<file path="config.mk">
export PLATFORM = sky130hd
export DESIGN_NAME = midpoint_line_rasterizer_top
export DESIGN_NICKNAME = d
export VERILOG_FILES = /design/src/rtl/core/mlr_pkg.sv /design/src/rtl/core/mlr_front.sv /design/src/rtl/core/mlr_queue.sv /design/src/rtl/core/mlr_walker.sv /design/src/rtl/core/midpoint_line_rasterizer_top.sv
export SDC_FILE = /design/constraint.sdc
export NUM_CORES = 1
export LEC_CHECK = 0
export ABC_CLOCK_PERIOD_IN_PS = 4400
export BUFFER_PORTS_ARGS = -buffer_cell sky130_fd_sc_hd__clkbuf_2
export CAP_MARGIN = 20
export CORE_MARGIN = 2
export CORE_UTILIZATION = 35
export DETAILED_ROUTE_END_ITERATION = 12
export PLACE_DENSITY_LB_ADDON = 0.15
export SYNTH_ARGS = -nofsm -noshare
export SYNTH_HDL_FRONTEND = slang
export SYNTH_HIERARCHICAL = 1
export SYNTH_SLANG_ARGS = --single-unit
</file>
<file path="constraint.sdc">
create_clock -name clk -period 4.4 [get_ports clk]
set_input_delay 0.44 -clock clk [delete_from_list [all_inputs] [get_ports clk]]
set_output_delay 0.44 -clock clk [all_outputs]
set_load 0.05 [all_outputs]
</file>
<file path="src/rtl/core/mlr_pkg.sv">
// shared types and constants of the midpoint line rasterizer
`timescale 1ns / 1ps
`default_nettype none

package mlr_pkg;

    localparam int COORD_BITS  = 12;
    localparam int COLOR_BITS  = 8;
    localparam int ERR_BITS    = COORD_BITS + 2;
    localparam int QUEUE_DEPTH = 2;
    localparam int QPTR_BITS   = (QUEUE_DEPTH > 1) ? $clog2(QUEUE_DEPTH) : 1;
    localparam int QCNT_BITS   = $clog2(QUEUE_DEPTH + 1);

    typedef enum logic [0:0] {
        KIND_START = 1'b0,
        KIND_STEP  = 1'b1
    } kind_t;

    // one classified command between front and walker
    typedef struct packed {
        kind_t                 kind;
        logic [COORD_BITS-1:0] start_x;
        logic [COORD_BITS-1:0] start_y;
        logic [COORD_BITS-1:0] major;
        logic [COORD_BITS-1:0] minor;
        logic [ERR_BITS-1:0]   err_init;
        logic                  steep;
        logic                  x_neg;
        logic                  y_neg;
        logic [COLOR_BITS-1:0] color;
    } cmd_t;

    typedef struct packed {
        logic empty;
        logic full;
    } queue_status_t;

endpackage

`default_nettype wire

</file>
<file path="src/rtl/core/mlr_front.sv">
// front end: classifies items and does the line setup arithmetic
`timescale 1ns / 1ps
`default_nettype none

module mlr_front
    import mlr_pkg::*;
(
    input  wire logic                  kind,
    input  wire logic [COORD_BITS-1:0] start_x,
    input  wire logic [COORD_BITS-1:0] start_y,
    input  wire logic [COORD_BITS-1:0] end_x,
    input  wire logic [COORD_BITS-1:0] end_y,
    input  wire logic [COLOR_BITS-1:0] color,
    output cmd_t                       cmd
);

    logic                  x_neg;
    logic                  y_neg;
    logic [COORD_BITS-1:0] dx;
    logic [COORD_BITS-1:0] dy;
    logic                  steep;
    logic [COORD_BITS-1:0] major;
    logic [COORD_BITS-1:0] minor;

    always_comb
    begin
        x_neg = end_x < start_x;
        y_neg = end_y < start_y;
        dx    = x_neg ? (start_x - end_x) : (end_x - start_x);
        dy    = y_neg ? (start_y - end_y) : (end_y - start_y);
        // ties go to x as the major axis
        steep = dy > dx;
        major = steep ? dy : dx;
        minor = steep ? dx : dy;

        cmd.kind     = kind_t'(kind);
        cmd.start_x  = start_x;
        cmd.start_y  = start_y;
        cmd.major    = major;
        cmd.minor    = minor;
        cmd.err_init = ERR_BITS'(minor) - ERR_BITS'(major >> 1);
        cmd.steep    = steep;
        cmd.x_neg    = x_neg;
        cmd.y_neg    = y_neg;
        cmd.color    = color;
    end

endmodule

`default_nettype wire

</file>
<file path="src/rtl/core/mlr_queue.sv">
// short command queue between front end and walker
`timescale 1ns / 1ps
`default_nettype none

module mlr_queue
    import mlr_pkg::*;
(
    input  wire logic    clk,
    input  wire logic    rst_n,
    input  wire logic    push,
    input  wire cmd_t    push_cmd,
    input  wire logic    pop,
    output cmd_t         head,
    output queue_status_t status
);

    localparam logic [QPTR_BITS-1:0] PTR_LAST = QPTR_BITS'(QUEUE_DEPTH - 1);
    localparam logic [QPTR_BITS-1:0] PTR_ONE  = QPTR_BITS'(1);
    localparam logic [QCNT_BITS-1:0] CNT_ONE  = QCNT_BITS'(1);
    localparam logic [QCNT_BITS-1:0] CNT_FULL = QCNT_BITS'(QUEUE_DEPTH);

    cmd_t                 entry_reg [QUEUE_DEPTH];
    logic [QPTR_BITS-1:0] wr_ptr_reg;
    logic [QPTR_BITS-1:0] wr_ptr_next;
    logic [QPTR_BITS-1:0] rd_ptr_reg;
    logic [QPTR_BITS-1:0] rd_ptr_next;
    logic [QCNT_BITS-1:0] count_reg;
    logic [QCNT_BITS-1:0] count_next;

    always_comb
    begin
        wr_ptr_next = wr_ptr_reg;
        rd_ptr_next = rd_ptr_reg;
        if (push)
        begin
            wr_ptr_next = (wr_ptr_reg == PTR_LAST) ? '0 : wr_ptr_reg + PTR_ONE;
        end
        if (pop)
        begin
            rd_ptr_next = (rd_ptr_reg == PTR_LAST) ? '0 : rd_ptr_reg + PTR_ONE;
        end
        unique case ({push, pop})
            2'b10:   count_next = count_reg + CNT_ONE;
            2'b01:   count_next = count_reg - CNT_ONE;
            default: count_next = count_reg;
        endcase
    end

    always_ff @(posedge clk or negedge rst_n)
    begin
        if (!rst_n)
        begin
            wr_ptr_reg <= '0;
            rd_ptr_reg <= '0;
            count_reg  <= '0;
        end
        else
        begin
            wr_ptr_reg <= wr_ptr_next;
            rd_ptr_reg <= rd_ptr_next;
            count_reg  <= count_next;
        end
    end

    always_ff @(posedge clk)
    begin
        if (push)
        begin
            entry_reg[wr_ptr_reg] <= push_cmd;
        end
    end

    assign head         = entry_reg[rd_ptr_reg];
    assign status.empty = count_reg == '0;
    assign status.full  = count_reg == CNT_FULL;

endmodule

`default_nettype wire

</file>
<file path="src/rtl/core/mlr_walker.sv">
// back end: all-octant midpoint walker with registered pixel output
`timescale 1ns / 1ps
`default_nettype none

module mlr_walker
    import mlr_pkg::*;
(
    input  wire logic                   clk,
    input  wire logic                   rst_n,
    input  wire logic                   cmd_valid,
    input  wire cmd_t                   cmd,
    output logic                        cmd_pop,
    output logic                        pixel_valid,
    input  wire logic                   pixel_stall,
    output logic [COORD_BITS-1:0]       pixel_x,
    output logic [COORD_BITS-1:0]       pixel_y,
    output logic [COLOR_BITS-1:0]       pixel_color,
    output logic                        last
);

    localparam logic [COORD_BITS-1:0] COORD_ONE = COORD_BITS'(1);

    logic                  active_reg,  active_next;
    logic [COORD_BITS-1:0] cur_x_reg,   cur_x_next;
    logic [COORD_BITS-1:0] cur_y_reg,   cur_y_next;
    logic [ERR_BITS-1:0]   err_reg,     err_next;
    logic [COORD_BITS-1:0] left_reg,    left_next;
    logic [COORD_BITS-1:0] major_reg,   major_next;
    logic [COORD_BITS-1:0] minor_reg,   minor_next;
    logic                  steep_reg,   steep_next;
    logic                  x_neg_reg,   x_neg_next;
    logic                  y_neg_reg,   y_neg_next;
    logic [COLOR_BITS-1:0] color_reg,   color_next;

    logic                  out_valid_reg;
    logic [COORD_BITS-1:0] out_x_reg;
    logic [COORD_BITS-1:0] out_y_reg;
    logic [COLOR_BITS-1:0] out_color_reg;
    logic                  out_last_reg;

    logic                  take;
    logic                  emit;
    logic                  emit_last;
    logic [COORD_BITS-1:0] x_moved;
    logic [COORD_BITS-1:0] y_moved;

    assign take    = cmd_valid && (!out_valid_reg || !pixel_stall);
    assign cmd_pop = take;
    assign x_moved = x_neg_reg ? (cur_x_reg - COORD_ONE) : (cur_x_reg + COORD_ONE);
    assign y_moved = y_neg_reg ? (cur_y_reg - COORD_ONE) : (cur_y_reg + COORD_ONE);

    always_comb
    begin
        active_next = active_reg;
        cur_x_next  = cur_x_reg;
        cur_y_next  = cur_y_reg;
        err_next    = err_reg;
        left_next   = left_reg;
        major_next  = major_reg;
        minor_next  = minor_reg;
        steep_next  = steep_reg;
        x_neg_next  = x_neg_reg;
        y_neg_next  = y_neg_reg;
        color_next  = color_reg;
        emit        = 1'b0;
        emit_last   = 1'b0;
        if (take)
        begin
            unique case (cmd.kind)
                KIND_START:
                begin
                    cur_x_next  = cmd.start_x;
                    cur_y_next  = cmd.start_y;
                    err_next    = cmd.err_init;
                    left_next   = cmd.major;
                    major_next  = cmd.major;
                    minor_next  = cmd.minor;
                    steep_next  = cmd.steep;
                    x_neg_next  = cmd.x_neg;
                    y_neg_next  = cmd.y_neg;
                    color_next  = cmd.color;
                    active_next = cmd.major != '0;
                    emit        = 1'b1;
                    emit_last   = cmd.major == '0;
                end
                KIND_STEP:
                begin
                    // a step with no line in progress is dropped
                    if (active_reg)
                    begin
                        if (!err_reg[ERR_BITS-1])
                        begin
                            err_next = err_reg + ERR_BITS'(minor_reg)
                                       - ERR_BITS'(major_reg);
                            if (steep_reg)
                            begin
                                cur_x_next = x_moved;
                            end
                            else
                            begin
                                cur_y_next = y_moved;
                            end
                        end
                        else
                        begin
                            err_next = err_reg + ERR_BITS'(minor_reg);
                        end
                        if (steep_reg)
                        begin
                            cur_y_next = y_moved;
                        end
                        else
                        begin
                            cur_x_next = x_moved;
                        end
                        left_next   = left_reg - COORD_ONE;
                        active_next = left_reg != COORD_ONE;
                        emit        = 1'b1;
                        emit_last   = left_reg == COORD_ONE;
                    end
                end
                default:
                begin
                    emit = 1'b0;
                end
            endcase
        end
    end

    always_ff @(posedge clk or negedge rst_n)
    begin
        if (!rst_n)
        begin
            active_reg    <= 1'b0;
            cur_x_reg     <= '0;
            cur_y_reg     <= '0;
            err_reg       <= '0;
            left_reg      <= '0;
            major_reg     <= '0;
            minor_reg     <= '0;
            steep_reg     <= 1'b0;
            x_neg_reg     <= 1'b0;
            y_neg_reg     <= 1'b0;
            color_reg     <= '0;
            out_valid_reg <= 1'b0;
        end
        else
        begin
            active_reg <= active_next;
            cur_x_reg  <= cur_x_next;
            cur_y_reg  <= cur_y_next;
            err_reg    <= err_next;
            left_reg   <= left_next;
            major_reg  <= major_next;
            minor_reg  <= minor_next;
            steep_reg  <= steep_next;
            x_neg_reg  <= x_neg_next;
            y_neg_reg  <= y_neg_next;
            color_reg  <= color_next;
            if (emit)
            begin
                out_valid_reg <= 1'b1;
            end
            else if (!pixel_stall)
            begin
                out_valid_reg <= 1'b0;
            end
        end
    end

    always_ff @(posedge clk)
    begin
        if (emit)
        begin
            out_x_reg     <= cur_x_next;
            out_y_reg     <= cur_y_next;
            out_color_reg <= color_next;
            out_last_reg  <= emit_last;
        end
    end

    assign pixel_valid = out_valid_reg;
    assign pixel_x     = out_x_reg;
    assign pixel_y     = out_y_reg;
    assign pixel_color = out_color_reg;
    assign last        = out_last_reg;

endmodule

`default_nettype wire

</file>
<file path="src/rtl/core/midpoint_line_rasterizer_top.sv">
// top level of the midpoint line rasterizer
//
// item channel (item_valid / item_stall): kind 0 starts a line from
// start_x/start_y to end_x/end_y in the given color, kind 1 asks for the
// next pixel of the current line; a step with no line in progress gives
// no pixel. pixel channel (pixel_valid / pixel_stall): one transaction per
// pixel, last marks the second endpoint.
// a start drops any line still in progress.
// an accepted transaction is written into the command queue, and its
// pixel into the output register once the walker pops it.
// throughput: one transaction per cycle while pixel_stall is low, set by
// the walker's error update (one add and a sign test).
// the front end does the endpoint setup and writes a two-entry command
// queue; the walker pops it whenever its output register is empty or is
// being taken, so a stalled receiver fills the queue and only then
// raises item_stall.
// reset clears the queue, the walker state and the output valid flag.
`timescale 1ns / 1ps
`default_nettype none

module midpoint_line_rasterizer_top
    import mlr_pkg::*;
(
    input  wire logic                  clk,
    input  wire logic                  rst_n,
    input  wire logic                  item_valid,
    output logic                       item_stall,
    input  wire logic                  kind,
    input  wire logic [COORD_BITS-1:0] start_x,
    input  wire logic [COORD_BITS-1:0] start_y,
    input  wire logic [COORD_BITS-1:0] end_x,
    input  wire logic [COORD_BITS-1:0] end_y,
    input  wire logic [COLOR_BITS-1:0] color,
    output logic                       pixel_valid,
    input  wire logic                  pixel_stall,
    output logic [COORD_BITS-1:0]      pixel_x,
    output logic [COORD_BITS-1:0]      pixel_y,
    output logic [COLOR_BITS-1:0]      pixel_color,
    output logic                       last
);

    cmd_t          front_cmd;
    cmd_t          head_cmd;
    queue_status_t q_status;
    logic          push;
    logic          pop;

    // setup arithmetic for the incoming transaction
    mlr_front u_front (
        .kind    (kind),
        .start_x (start_x),
        .start_y (start_y),
        .end_x   (end_x),
        .end_y   (end_y),
        .color   (color),
        .cmd     (front_cmd)
    );

    // stall only when the queue has no room
    assign item_stall = q_status.full;
    assign push       = item_valid && !q_status.full;

    mlr_queue u_queue (
        .clk      (clk),
        .rst_n    (rst_n),
        .push     (push),
        .push_cmd (front_cmd),
        .pop      (pop),
        .head     (head_cmd),
        .status   (q_status)
    );

    mlr_walker u_walker (
        .clk         (clk),
        .rst_n       (rst_n),
        .cmd_valid   (!q_status.empty),
        .cmd         (head_cmd),
        .cmd_pop     (pop),
        .pixel_valid (pixel_valid),
        .pixel_stall (pixel_stall),
        .pixel_x     (pixel_x),
        .pixel_y     (pixel_y),
        .pixel_color (pixel_color),
        .last        (last)
    );

    // queue status flags never both set
    a_queue_flags : assert property (@(posedge clk) disable iff (!rst_n)
        !(q_status.empty && q_status.full))
        else $error("queue reports empty and full together");

    // walker never pops an empty queue
    a_pop_nonempty : assert property (@(posedge clk) disable iff (!rst_n)
        pop |-> !q_status.empty)
        else $error("pop from empty queue");

    // an accepted transaction into an empty queue is visible next cycle
    a_push_lands : assert property (@(posedge clk) disable iff (!rst_n)
        (item_valid && !item_stall && q_status.empty) |=> !q_status.empty)
        else $error("accepted transaction lost in queue");

    // a pixel waiting on a stalled receiver stays offered
    a_pixel_held : assert property (@(posedge clk) disable iff (!rst_n)
        (pixel_valid && pixel_stall) |=> pixel_valid)
        else $error("stalled pixel dropped");

endmodule

`default_nettype wire
</file>
==> metrics <==
vias in the first global route 12,510; post-route cell area 0.02058 sq mm; CP Max Fanout 7; H-tree depth 1; Hold Buf Count CTS 0; post-DP HPWL 33,190 um; final worst slack -1.264 ns; clock tree sinks 272; fin crit share 128.7%; Die Y 220.8 um; Gate Count Post-Synth 1,557; wire per inst 17.68 um; CP delay by family, top compound AO/OA/AOI/OAI gates; Synth Net Count 1,740; Final Hold Slack -0.009800 ns; Post-Synthesis Mean Instance Area 10.57 sq um; Top cell by count, worst path ha_4; layout cells sized above 1 30.38%; RSZ-0062 raised after global routing true; Worst Skew 0.01240 ns; cell taking the most area after synthesis edfxtp_1; nets 2,036; grt ovf 0; status finished with violations; crit path launch type input pin; Synth Warn # 6; Tightest Hold Check Type input pin to async pin; CTS tree built; final setup fails 26; Crit-path slowest cell fa_2; Total Routing Usage GR 17.84%; Max-slew headroom 37.40%; synth unique cells 85; Port-buffer cells 95; maximum buffer depth of the clock tree 3; Max Clk Rate 176.6 MHz; area of placed instances 0.01920 sq mm; ANT nets after route 0; Hold Fails Final Rpt 3; Crit path depth 34; initial antenna violation count 1; Period minus WS final 5.664 ns; IO Count 96; post-synth top area share 33.03%; Netlist Area Pre-Place 0.01645 sq mm; kind of end point of the critical path flip-flop; Synth Flop Type edfxtp_1; Worst EP arrival 5.95 ns; multi-input logic area 0.008150 sq mm; worst path bufs/invs 6; max FFs per register 148; Placed Cells 2,417; Post-Layout Cell Count 2,485; Crit Path Category input pin to flip-flop; Vias/cell 5.026; CTS root buf clkbuf_16; drt first-iter violations 914; CP peak stage delay 0.38 ns; largest net degree at the start of global routing 65; die boundary width 220.8 um; Worst Path Required 4.69 ns; Core Area 0.04646 sq mm; failing checks hold timing, setup timing; pre-CTS WS -2.040 ns; FP Rows 79; Initial DRT Pass Iterations 5; ys async rst share 33.46%; DRC viols 0; worst slew pin tran 0.9390 ns; fillers 4,443; via count 12,490; register area 0.007716 sq mm; EDFF count, synth 181; #FFs+latches synth 272; Reg2Reg Depth 17; Area growth syn-to-layout 25.06%; total CTS buffers 29; final setup TNS -21.55 ns; max_cap viols 0; sequential-to-total area share from yosys stat 46.87%; Routed WL 43,940 um; Die Area 0.04876 sq mm; Reg clk slew, reported paths 0.06 ns; GPL Wtd Cong 0.8898; synth top area cells edfxtp_1 (33%), dfrtp_1 (14%), ha_1 (8.6%); first-pass GRT wire length 69,600 um; clk_lat worst skew 0.56 ns; Initial Utilization 35.42%; fin. max-slew vios 0
==> layout make-up <==
cell class	instances	area share (%)
multi-input cells	1061	39.61
flip-flops and latches	272	37.50
repair buffers	352	11.95
clock buffers	40	3.874
well taps	607	3.691
inverters	137	2.633
clock inverters	14	0.7115
diodes	2	0.02432
==> layer usage <==
metal	GRT usage, %	wire length, um
met5	0	0
met4	5.347	1037
met3	2.470	1730
met2	28.67	19960
met1	25.02	21210
==> metrics by stage <==
stage / util [%] / hold slack (ns)
finish: 44.29 / -0.009800
CTS: 43.85 / 0.04575
global route: 44.28 / 0.05513
detailed placement: 41.33 / 0.4548
floorplan: - / 0.1444
global placement: 41.33 / 0.4545
==> cells in the final DEF (no fill, tap or decap), drive strengths merged, types with 13 or more instances in the layout <==
| master | count |
|---|---|
| nand3 | 27 |
| o21a | 14 |
| a211oi | 18 |
| xor2 | 17 |
| o21ai | 103 |
| xnor2 | 39 |
| mux2i | 21 |
| buf | 258 |
| inv | 135 |
| nor3 | 29 |
| a21oi | 119 |
| nand2 | 157 |
| dfrtp | 91 |
| o22ai | 27 |
| nor2 | 86 |
| edfxtp | 181 |
| a21o | 21 |
| mux2 | 80 |
| nor2b | 20 |
| ha | 113 |
| o211ai | 13 |
| clkbuf | 134 |
==> worst paths after layout <==
path	startpoint	endpoint	slack, ns
worst min register to register	u_walker/color_reg[4]	u_walker/color_reg[4]	0.47
worst max register to register	u_walker/minor_reg[0]	u_walker/err_reg[12]	0.38
min in group clk	color[3]	u_queue/entry_reg[1][3]	0.07
worst max-delay path	end_x[0]	u_queue/entry_reg[0][21]	-1.26
max in group asynchronous	rst_n	u_walker/color_reg[6]	3.40
worst min-delay path	rst_n	u_walker/cur_x_reg[9]	-0.01
==> synthesized netlist by cell type (27+ instances only) <==
master / number
nor3_1: 29
ha_1: 113
mux2_4: 50
edfxtp_1: 181
buf_4: 37
dfrtp_1: 91
clkbuf_1: 33
xnor2_1: 37
o22ai_1: 27
nand3_1: 27
o21ai_0: 93
a21oi_1: 117
inv_1: 133
nor2_1: 86
nand2_1: 157
mux2_2: 30
==> repair_timing <==
item | 4_1_cts | 5_1_grt
pin swaps | 15 | 15
buffers inserted | 13 | 8
setup endpoints to repair | 50 | 60
resized for setup | 29 | 44
hold endpoints to repair | 0 | 0
==> cells by family after synthesis <==
kind of cell    share of synthesized area, %
compound gates                         15.07
xor+xnor                               3.072
fa+ha+maj                              9.878
buf+inv                                6.289
flops                                  46.87
mux                                    7.894
simple gates                           10.92
Power is left out: the tool's default activity adds up to more than one toggle a clock period on the data nets, which glitch-free logic cannot reach.
